**src/design/rto_estimator_assert.svh**
```systemverilog
// Assertion macros for the RTO estimator block.
// Depends on nothing; the including module provides clk and arst_n.
`ifndef RTO_ESTIMATOR_ASSERT_SVH
`define RTO_ESTIMATOR_ASSERT_SVH

// Checks that cons holds in the same cycle as ante.
`define RTO_ASSERT_SAME(label, ante, cons, msg) \
	label: assert property (@(posedge clk) disable iff (!arst_n) (ante) |-> (cons)) \
		else $error(msg);

// Checks that cons holds in the cycle after ante.
`define RTO_ASSERT_NEXT(label, ante, cons, msg) \
	label: assert property (@(posedge clk) disable iff (!arst_n) (ante) |=> (cons)) \
		else $error(msg);

`endif

```
**src/design/rto_pkg.sv**
```systemverilog
// Shared types and constants for the RTO estimator.
// Used by rto_update and rto_estimator; depends on nothing.
package rto_pkg;

	localparam int FRAC_BITS = 8;
	localparam int MS_W = 16;
	localparam int STATE_W = MS_W + FRAC_BITS;
	localparam int TIMEOUT_W = 19;
	localparam int MODE_W = 2;
	localparam int CFG_INDEX_W = 1;

	localparam logic [STATE_W-1:0] SRTT_RESET = 24'd256000;
	localparam logic [STATE_W-1:0] DEV_RESET = '0;
	localparam logic [MS_W-1:0] BACKOFF_FLOOR_RESET = 16'd30;
	localparam logic [MS_W-1:0] MARGIN_FLOOR_RESET = 16'd30;

	localparam logic [CFG_INDEX_W-1:0] REG_BACKOFF_FLOOR = 1'b0;
	localparam logic [CFG_INDEX_W-1:0] REG_MARGIN_FLOOR = 1'b1;

	typedef enum logic [MODE_W-1:0] {
		MODE_SAMPLE = 2'd0,
		MODE_BACKOFF = 2'd1,
		MODE_QUERY = 2'd2
	} mode_t;

	typedef struct packed {
		logic [STATE_W-1:0] srtt;
		logic [STATE_W-1:0] dev;
	} rto_state_t;

endpackage

```
**src/design/rto_update.sv**
```systemverilog
// Next-state and timeout logic for one word of the RTO estimator.
// Purely combinational; depends on rto_pkg.
module rto_update (
	input  logic [rto_pkg::MODE_W-1:0]    mode,
	input  logic [rto_pkg::MS_W-1:0]      rtt_ms,
	input  rto_pkg::rto_state_t           state_cur,
	input  logic [rto_pkg::MS_W-1:0]      backoff_floor,
	input  logic [rto_pkg::MS_W-1:0]      margin_floor,
	output rto_pkg::rto_state_t           state_next,
	output logic [rto_pkg::TIMEOUT_W-1:0] timeout_next
);

	localparam int SW = rto_pkg::STATE_W;
	localparam int FB = rto_pkg::FRAC_BITS;

	logic [SW-1:0] sample;
	logic [SW-1:0] err;
	logic [SW+1:0] dev_sum;
	logic [SW+2:0] srtt_sum;
	logic [SW:0]   doubled;
	logic [SW-1:0] bo_floor;
	logic [SW:0]   bo_val;
	logic [SW+1:0] four_dev;
	logic [SW+1:0] margin;
	logic [SW+1:0] add_term;
	logic [SW+2:0] total;

	always_comb begin
		sample = {rtt_ms, {FB{1'b0}}};
		err = (state_cur.srtt >= sample) ? (state_cur.srtt - sample) : (sample - state_cur.srtt);
		dev_sum = {1'b0, state_cur.dev, 1'b0} + {2'b00, state_cur.dev} + {2'b00, err};
		srtt_sum = {state_cur.srtt, 3'b000} - {3'b000, state_cur.srtt} + {3'b000, sample};

		doubled = {state_cur.srtt, 1'b0};
		bo_floor = {backoff_floor, {FB{1'b0}}};
		bo_val = (doubled > {1'b0, bo_floor}) ? doubled : {1'b0, bo_floor};

		state_next = state_cur;
		unique case (mode)
			rto_pkg::MODE_SAMPLE: begin
				state_next.dev = dev_sum[SW+1:2];
				state_next.srtt = srtt_sum[SW+2:3];
			end
			rto_pkg::MODE_BACKOFF: begin
				state_next.srtt = bo_val[SW] ? {SW{1'b1}} : bo_val[SW-1:0];
			end
			default: begin
				state_next = state_cur;
			end
		endcase

		four_dev = {state_next.dev, 2'b00};
		margin = {2'b00, margin_floor, {FB{1'b0}}};
		add_term = (four_dev > margin) ? four_dev : margin;
		total = {3'b000, state_next.srtt} + {1'b0, add_term};
		timeout_next = total[SW+2:FB];
	end

endmodule

```
**src/design/rto_estimator.sv**
```systemverilog
// The timeout word is loaded into the output register at the accepting edge.
// Throughput: one word per cycle while the output is not stalled; the update and timeout form one combinational pass.
// Input is taken whenever the output register is empty or is emptied in the same cycle.
// Reset: smoothed time 1000 ms, deviation zero, both floors 30 ms, output register empty.
// Top level of the RTO estimator; depends on rto_pkg, rto_update and
// rto_estimator_assert.svh.
module rto_estimator (
	input  logic                                  clk,
	input  logic                                  arst_n,
	input  logic                                  cfg_we,
	input  logic [rto_pkg::CFG_INDEX_W-1:0]       cfg_index,
	input  logic [rto_pkg::MS_W-1:0]              cfg_wdata,
	input  logic                                  in_valid,
	output logic                                  in_ready,
	input  logic [rto_pkg::MODE_W-1:0]            mode,
	input  logic [rto_pkg::MS_W-1:0]              rtt_ms,
	output logic                                  out_valid,
	input  logic                                  out_ready,
	output logic [rto_pkg::TIMEOUT_W-1:0]         timeout_ms
);

	logic [rto_pkg::MS_W-1:0] backoff_floor_q;
	logic [rto_pkg::MS_W-1:0] margin_floor_q;
	rto_pkg::rto_state_t state_q;
	rto_pkg::rto_state_t state_next;
	logic [rto_pkg::TIMEOUT_W-1:0] timeout_next;
	logic [rto_pkg::TIMEOUT_W-1:0] timeout_q;
	logic out_valid_q;
	logic in_accept;

	assign in_ready = !out_valid_q || out_ready;
	assign in_accept = in_valid && in_ready;
	assign out_valid = out_valid_q;
	assign timeout_ms = timeout_q;

	always_ff @(posedge clk or negedge arst_n) begin
		if (!arst_n) begin
			backoff_floor_q <= rto_pkg::BACKOFF_FLOOR_RESET;
			margin_floor_q <= rto_pkg::MARGIN_FLOOR_RESET;
		end else if (cfg_we) begin
			unique case (cfg_index)
				rto_pkg::REG_BACKOFF_FLOOR: backoff_floor_q <= cfg_wdata;
				rto_pkg::REG_MARGIN_FLOOR: margin_floor_q <= cfg_wdata;
				default: backoff_floor_q <= backoff_floor_q;
			endcase
		end
	end

	rto_update u_update (
		.mode          (mode),
		.rtt_ms        (rtt_ms),
		.state_cur     (state_q),
		.backoff_floor (backoff_floor_q),
		.margin_floor  (margin_floor_q),
		.state_next    (state_next),
		.timeout_next  (timeout_next)
	);

	always_ff @(posedge clk or negedge arst_n) begin
		if (!arst_n) begin
			state_q.srtt <= rto_pkg::SRTT_RESET;
			state_q.dev <= rto_pkg::DEV_RESET;
			out_valid_q <= 1'b0;
		end else begin
			if (in_accept) begin
				state_q <= state_next;
				out_valid_q <= 1'b1;
			end else if (out_ready) begin
				out_valid_q <= 1'b0;
			end
		end
	end

	always_ff @(posedge clk) begin
		if (in_accept) begin
			timeout_q <= timeout_next;
		end
	end

`include "rto_estimator_assert.svh"

	`RTO_ASSERT_SAME(a_stall_blocks_input, out_valid_q && !out_ready, !in_ready, "input in stall")
	`RTO_ASSERT_NEXT(a_accept_fills_output, in_accept, out_valid_q, "accepted word lost")
	`RTO_ASSERT_NEXT(a_state_holds, !in_accept, $stable(state_q), "state changed when idle")

endmodule
```
**config.mk**
```make
export PLATFORM = sky130hd
export DESIGN_NAME = rto_estimator
export DESIGN_NICKNAME = d
export VERILOG_FILES = /design/src/design/rto_pkg.sv /design/src/design/rto_update.sv /design/src/design/rto_estimator.sv
export VERILOG_INCLUDE_DIRS = /design/src /design/src/design
export SDC_FILE = /design/constraint.sdc
export NUM_CORES = 1
export LEC_CHECK = 0
export ABC_CLOCK_PERIOD_IN_PS = 13100
export CORE_UTILIZATION = 32
export DETAILED_ROUTE_END_ITERATION = 7
export DONT_BUFFER_PORTS = 1
export SLEW_MARGIN = 20
export SYNTH_ARGS = -nofsm -noshare
export SYNTH_HDL_FRONTEND = slang
export SYNTH_SLANG_ARGS = --single-unit
export TNS_END_PERCENT = 50
```
**constraint.sdc**
```tcl
create_clock -name clk -period 13.1 [get_ports clk]
set_input_delay 2.62 -clock clk [delete_from_list [all_inputs] [get_ports clk]]
set_output_delay 2.62 -clock clk [all_outputs]
set_load 0.02 [all_outputs]
```
---- After elaboration in Yosys (flattened, before gate mapping) ----
Index checks and enable logic that the tools add are counted.
storage, ports and cells
  flip-flop bits (word level) ............. 100
  input bits .............................. 40
  word-level logic and storage cells ...... 33
operators by class
  $add $sub $neg .......................... 7
  $lt $le $gt $ge ......................... 3
  eq/ne operators ......................... 1
  multiplexer cells ....................... 8
  bitwise logic cells ..................... 1
  reductions and logical operators ........ 7
operator list
  cell                                                                    count
  24-bit two-way mux                                                      3
  24-bit one-hot mux with 2 select lines                                  1
  24-bit subtractor                                                       2
  24-bit by 26-bit adder with 27-bit output                               1
  27-bit by 24-bit adder with 27-bit output                               1
  27-bit by 24-bit subtractor with 27-bit output                          1
  25-bit by 24-bit adder with 26-bit output                               1
  26-bit by 24-bit adder with 26-bit output                               1
  26-bit by 24-bit > comparator with 1-bit output                         1
  26-bit two-way mux                                                      1
  25-bit by 24-bit > comparator with 1-bit output                         1
  25-bit two-way mux                                                      1
  24-bit greater-or-equal comparator                                      1
  2-bit AND reduction                                                     2
  2-bit by 1-bit equality test with 1-bit output (second input constant)  1
  2-bit logical NOT                                                       1
  1-bit two-way mux                                                       2
  2-bit nonzero test                                                      1
  1-bit logical AND                                                       1
  1-bit logical NOT                                                       1
  1-bit logical OR                                                        1
  1-bit NOT                                                               1

---- Depth between registers and ports, before layout ----
Gate-level depths: netlist of run 1.
  depth in word-level cells ............... 7
  depth in mapped cells ................... 47
  gate-level depth less buffers ........... 45

---- By module ----
Synthesis of run 1 repeated with hierarchy kept, for this count alone.
second synthesis, totals
  cell total of the unflattened synthesis .. 1316
  area total of the unflattened synthesis .. 11669.9 um^2
modules (own cells, without submodules)
  module         times used  cells an instance  area an instance (um^2)  seq. area each (um^2)
  rto_update     1           1122               8020.2                   0.0
  rto_estimator  1           194                3649.8                   2615.0

---- Worst setup path before layout of run 1 ----
Ideal clock, no wire load.
  path kind ............................... input port to flip-flop
  start point ............................. input port rtt_ms[0] (netlist name)
  end point ............................... register timeout_q (netlist bit timeout_ms[12]), data pin
  setup time .............................. 0.259 ns
  data arrival time ....................... 11.118 ns
  required time ........................... 12.841 ns
  setup slack ............................. 1.723 ns
  stages .................................. 42
  path buffers ............................ 3
  path through ............................ ha_1 inv_1 fa_1 a21o_1 a31oi_1 a21oi_1 o2bb2ai_1 nor2_2 clkbuf_1 buf_1 o41ai_1 xnor2_1 fa_1 ha_1 or2_1 a311oi_1 a31oi_1 a311o_1 [... 6 more ...] and2_1 nand3_1 nor2_1 and3_1 nand4_1 o21ai_2 nand3_1 buf_2 mux2_2 ha_1 a21o_1 a21oi_1 o21ai_0 a21oi_1 o21bai_1 o41ai_4 nor3_1 a211o_1
RTL lines
  element               RTL line             RTL
  from (decl)           rto_estimator.sv:16  input logic [rto_pkg::MS_W-1:0] rtt_ms,
  to (signal assigned)  rto_estimator.sv:76  timeout_q <= timeout_next;
  to (decl)             rto_estimator.sv:27  logic [rto_pkg::TIMEOUT_W-1:0] timeout_q;

==> key figures, run 1 <==
Status
  – Status: finished with violations
  – Failing checks: design-rule violations

STA
  – Fin. Hold Viols: 0
  – Final Skew: around 0.016 ns
  – Worst-margin pin slew: about 0.9 ns
  – Max frequency: 82.35 MHz
  – Fin crit share: 0.9270
  – Final setup viols: 0
  – Max-slew headroom: 0.4027
  – Pins Over Slew Limit: 0
  – Final hold slack: 0.5201 ns
  – Setup Total Neg Slack: 0 ns
  – RSZ-0062 raised after global routing: false
  – Fin crit period: 12.14 ns

Clock tree
  – Cts bufs inserted: 9
  – CTS tree: built
  – Root Driver: clkbuf_16
  – H-tree depth: 3
  – Reg clk slew, reported paths: 0.07 ns
  – Postcts setup bufs: 0
  – Worst-skew pair later-pin latency: 0.37 ns
  – CTS Sinks: 100
  – CTS max path bufs: 2

Critical path
  – Crit Path Class: primary input to register
  – CP max FO: 20
  – Worst Setup End Kind: register
  – R2R Path Start: state_q[32]$_DFFE_PN0P_
  – Slowest CP cell: ha_1
  – Worst setup SP type: primary input
  – Critical path's largest stage delay: 0.51 ns
  – Worst EP required: 13.21 ns
  – Critical Path Start: rtt_ms[11]
  – CP arrival: 12.25 ns

Finish
  – Area of the multi-input gates: 0.008287 sq mm
  – Layout cells sized above 1: 0.09807
  – Layout Utilization: 0.3460
  – Register area: 0.002615 sq mm
  – Ant diodes: 0
  – Post-layout instance area: 0.01234 sq mm
  – Fillers: 3,685
  – Nets@finish: 1,558
  – Area Growth Syn to Fin: 6.239%

Placement
  – Final Wtd Congestion: 0.9429
  – Port buffer count: 0
  – Post-DP Area: 0.01207 sq mm
  – DP HPWL: 28.60 mm

GRT
  – Largest net degree at the start of global routing: between 80 and 90
  – GRT Overall Usage: 0.1960
  – Antenna violations before repair: 0
  – Via count of the first global-routing pass: 9,703
  – Gr ovfl total: 0
  – First-pass GRT wire length: 55.15 mm

Die
  – # rows: 69
  – Starting Density: 0.3256
  – Die Ht: 192.5 um
  – Chip Width: 192.5 um
  – Die area: ~0.037 sq mm
  – Core area: about 0.036 sq mm
  – Boundary pin count: 61

Logic synthesis
  – Main flop type after synthesis: dfrtp_1
  – Synth top area share: 0.1466
  – Mapped Cells: 1,365
  – Largest cells by area after synthesis: ha_1, dfrtp_1, fa_1
  – Number of synthesized register bits: 100
  – Distinct cells, synth: 87
  – Post-Syn Nets: 1,582
  – Area leader, netlist: ha_1
  – Ys Warns: 0
  – Async SR Flop Fraction: 0.8100
  – Post-Syn Area: approximately 0.012 sq mm
  – Register area share after synthesis: 0.2252
  – Post-Syn Area per Cell: between 8 and 9 sq um
  – EDFF count, synth: 19

Drt
  – First-pass DRT Iterations: 7
  – Vias: 9,950
  – Number of DRC markers in iteration 0: 805
  – Antenna-violating nets left: 0
  – DRC viols: 6
  – Vias/cell: 5.506
  – WL per Instance: 19.66 um
  – Drt total wl: 35.53 mm

Hold path
  – Worst min-delay path class: register to register
  – Hold Crit Start: state_q[22]$_DFFE_PN0P_

Run
  – Number of max-cap violations: 0
-- worst max-delay path, delay by kind of cell --
kind,cells,cell delay (ns)
compound gates,11,3.46
xor+xnor,3,0.51
mux,1,0.30
simple gates,17,3.38
fa+ha+maj,5,1.88
buf+inv,1,0.06
-- cell usage in the layout, fill, tap and decap left out, types with 4 or more instances in the layout --
cell	netlist	final
nand2b_1	13	13
or3_1	6	6
edfxtp_1	19	19
and3_1	15	14
o211ai_1	16	16
mux2i_1	13	13
nor2_1	80	79
o21a_1	9	9
o22ai_1	6	6
a31oi_1	13	13
nand4_1	13	13
clkbuf_16	0	9
a21o_1	42	42
nor2b_1	11	10
buf_4	6	15
inv_1	127	127
or2_2	8	7
fa_1	41	41
ha_1	136	136
dfstp_2	14	14
a31o_2	6	6
a211oi_1	13	13
nor3_1	21	21
xnor2_1	47	47
o31a_1	4	4
o31ai_1	9	9
nor4_1	5	5
mux2_2	51	51
clkinv_1	2	5
and2_1	14	14
nand3_1	24	24
nand2_1	148	148
o21ai_0	97	97
o21bai_1	13	13
dfrtp_1	67	67
a21oi_1	106	106
a221oi_1	5	5
xor2_1	28	28
o2111ai_1	4	4
-- kinds of logic (layout without fill, tap and decap cells) --
family / count (synthesis) / after routing / synth area share
xor gates and xnor gates: 75 / 75 / 0.05657
AOI/OAI and AO/OA: 395 / 395 / 0.2261
muxes: 64 / 64 / 0.06067
buffers and inverters: 179 / 160 / 0.06196
adders and majority gates: 177 / 177 / 0.2172
DFF: 100 / 100 / 0.2252
and+or+nand+nor: 375 / 375 / 0.1523
-- flip-flops by register name, indices dropped and copies added (netlist names) --
signal           count
margin_floor_q      16
timeout_ms          19
state_q             48
backoff_floor_q     16
out_valid            1
-- area by class of cell --
| class | count | area share |
|---|---|---|
| Inverter | 129 | 0.03925 |
| Clock buffer | 10 | 0.01856 |
| Multi-Input combinational cell | 1086 | 0.6718 |
| Timing Repair Buffer | 15 | 0.009129 |
| Clock inverter | 6 | 0.002536 |
| Sequential cell | 100 | 0.2120 |
| Tap cell | 461 | 0.04676 |
-- timing repair --
action                                  in CTS  in global routing
endpoints found under the setup margin       0                  9
hold buffers                                 0                  0
gates resized for setup                      0                  2
-- cell usage after synthesis, drive strengths merged, types with 5 or more instances --
master and instances:
a211oi 14, a21o 42, a21oi 108, a221oi 5
a31o 6, a31oi 15, and2 15, and3 15
buf 18, clkbuf 32, dfrtp 67, dfstp 14
edfxtp 19, fa 41, ha 136, inv 127
mux2 51, mux2i 13, nand2 148, nand2b 13
nand3 25, nand4 14, nor2 81, nor2b 11
nor3 21, nor4 6, o211ai 16, o21a 9
o21ai 101, o21bai 15, o22ai 6, o311ai 5
o31ai 11, or2 10, or3 6, xnor2 47
xor2 28
-- final timing paths --
kind                                                   to  slack [ns]  cells past startpoint
setup / recovery                 timeout_ms[15]$_DFFE_PP_        0.96                     38
hold / removal                    state_q[22]$_DFFE_PN0P_        0.52                      2
setup reg to reg                 timeout_ms[15]$_DFFE_PP_        2.71                     40
hold reg to reg                   state_q[22]$_DFFE_PN0P_        0.52                      2
max in group asynchronous  backoff_floor_q[2]$_DFFE_PN1P_       10.86                      0
min in group asynchronous           out_valid$_DFFE_PN0P_        1.96                      0
-- metal layers --
layer	GRT usage	routed length [um]	vias up
met1	0.2598	15830	4808
met5	0	0	-
li1	-	-	4798
met4	0.06875	1055	0
met2	0.3179	16170	293
met3	0.03528	2479	51
-- metrics by stage --
| step | instances | setup slack (ns) |
|---|---|---|
| after floorplan | 1365 | 1.723 |
| after global placement | 1791 | 0.7024 |
| after detailed placement | 1791 | 0.5121 |
| after CTS | 1807 | 0.7999 |
| after global routing | 1807 | 0.1253 |
| final | 1807 | 0.9566 |
Power of run 1 is not shown: default switching activity piles up to over one toggle a cycle in this logic, so the estimate is an artifact.
==> run 2, diff against run 1 <==
--- a/config.mk
+++ b/config.mk
@@ -7,9 +7,9 @@
 export NUM_CORES = 1
 export LEC_CHECK = 0
 export ABC_CLOCK_PERIOD_IN_PS = 13100
+export BUFFER_PORTS_ARGS = -buffer_cell sky130_fd_sc_hd__buf_4
 export CORE_UTILIZATION = 32
 export DETAILED_ROUTE_END_ITERATION = 7
-export DONT_BUFFER_PORTS = 1
 export SLEW_MARGIN = 20
 export SYNTH_ARGS = -nofsm -noshare
 export SYNTH_HDL_FRONTEND = slang
==> key figures, run 2 (synthesis results as in run 1) <==
Clock tree
  – CTS max path bufs: 2
  – Root Driver: clkbuf_16
  – Worst-skew pair later-pin latency: 0.36 ns
  – Cts bufs inserted: 9
  – Reg clk slew, reported paths: 0.07 ns
  – CTS Sinks: 100
  – CTS tree: built
  – Postcts setup bufs: 0
  – H-tree depth: 3

Die
  – Chip Width: between 150 and 200 um
  – Boundary pin count: 61
  – Die Ht: 192.5 um
  – Core area: 0.03566 sq mm
  – Starting Density: 0.3256
  – # rows: 69
  – Die area: 0.03705 sq mm

Drt
  – Number of DRC markers in iteration 0: 877
  – DRC viols: 6
  – WL per Instance: 19.01 um
  – First-pass DRT Iterations: 8
  – Vias/cell: 5.429
  – Antenna-violating nets left: 0
  – Vias: slightly above 10,000
  – Drt total wl: 35.51 mm

Critical path
  – Crit Path Class: primary input to register
  – Worst Setup End Kind: register
  – CP arrival: 12.42 ns
  – CP max FO: 20
  – FF-to-FF setup slack: 2.55 ns
  – Worst setup SP type: primary input
  – Worst EP required: between 10 and 15 ns
  – Most common cell on crit path: ha_1
  – Slowest CP cell: ha_1
  – Critical path's largest stage delay: 0.53 ns

STA
  – Final hold slack: 0.5184 ns
  – Pins Over Slew Limit: 0
  – Setup Total Neg Slack: 0 ns
  – RSZ-0062 raised after global routing: false
  – Fin. Hold Viols: 0
  – Final Skew: about 0.014 ns
  – Worst-margin pin slew: approximately 1.1 ns
  – Fin crit period: approximately 12 ns
  – Fin crit share: 0.9399
  – Max frequency: 81.22 MHz
  – Final setup viols: 0
  – Max-slew headroom: 0.2615

Run
  – Number of max-cap violations: 0

Finish
  – Commonest non-fill, non-tap cell in the layout: nand2_1
  – Area Growth Syn to Fin: 10.38%
  – Ant diodes: 0
  – Nets@finish: 1,619
  – Layout cells sized above 1: 0.1400
  – Commonest cells after routing, fill and taps aside: nand2_1, ha_1, inv_1
  – Max reg flops: 48
  – Largest Register: state_q

GRT
  – Met3 Use GR: 0.03037
  – First-pass GRT wire length: 55.72 mm
  – GR peak layer: met2
  – Met2 Resource Use GR: 0.3114
  – Antenna violations before repair: 1
  – Gr ovfl total: 0
  – Largest net degree at the start of global routing: 53
  – GRT Overall Usage: 0.1975
  – Via count of the first global-routing pass: 9,840
  – GRT met1 Usage: 0.2739

Placement
  – DP HPWL: ~29 mm
  – Port buffer count: 60
  – Final Wtd Congestion: 0.9248

Status
  – Status: finished with violations
  – Failing checks: design-rule violations

Hold path
  – Worst min-delay path class: register to register
## run 2: timing repair
action,4_1_cts,5_1_grt
hold buffers,0,0
setup endpoints to repair,0,6
resized for setup,0,1
## run 2: worst max-delay path, delay by kind of cell
kind / cells / cell delay [ns]
buffers and inverters: 2 / 0.15
xor gates and xnor gates: 2 / 0.44
AOI/OAI and AO/OA: 12 / 3.58
adders and majority gates: 5 / 2.06
and+or+nand+nor: 16 / 3.23
muxes: 1 / 0.32
## run 2: metal layers
layer / routed length, um / vias to the layer above
met4: 985 / 0
li1: - / 4921
met5: 0 / -
met3: 2254 / 44
met2: 15710 / 303
met1: 16550 / 4873
## run 2: area by class of cell
type | count | area (sq um)
Tap cell | 461 | 576.8
Sequential cell | 100 | 2615
Multi-Input combinational cell | 1086 | 8284
Timing Repair Buffer | 76 | 570.5
Inverter | 129 | 484.2
Clock buffer | 9 | 225.2
Clock inverter | 7 | 60.06
Fill cell | 3686 | 22840
## run 2: path summary, 6_finish.rpt
kind | from | to | cells after the start
worst max-delay path | rtt_ms[9] | timeout_ms[12]$_DFFE_PP_ | 38
worst min-delay path | backoff_floor_q[4]$_DFFE_PN1P_ | backoff_floor_q[4]$_DFFE_PN1P_ | 2
worst max register to register | state_q[32]$_DFFE_PN0P_ | timeout_ms[12]$_DFFE_PP_ | 39
worst min register to register | backoff_floor_q[4]$_DFFE_PN1P_ | backoff_floor_q[4]$_DFFE_PN1P_ | 2
max in group asynchronous | arst_n | state_q[1]$_DFFE_PN0P_ | 2
min in group asynchronous | arst_n | backoff_floor_q[9]$_DFFE_PN0P_ | 1
## run 2: through the flow
step / setup WS, ns / utilization / instances / instance area (sq um)
after detailed placement: 0.4182 / 0.3514 / 1852 / 12530
after global routing: 0.1104 / 0.3594 / 1868 / 12820
after floorplan: 1.723 / - / 1365 / 11610
after global placement: 0.6684 / 0.3514 / 1852 / 12530
final: 0.7874 / 0.3594 / 1868 / 12820
after CTS: 0.7524 / 0.3594 / 1868 / 12810
Power of run 2 is left out for the same reason.
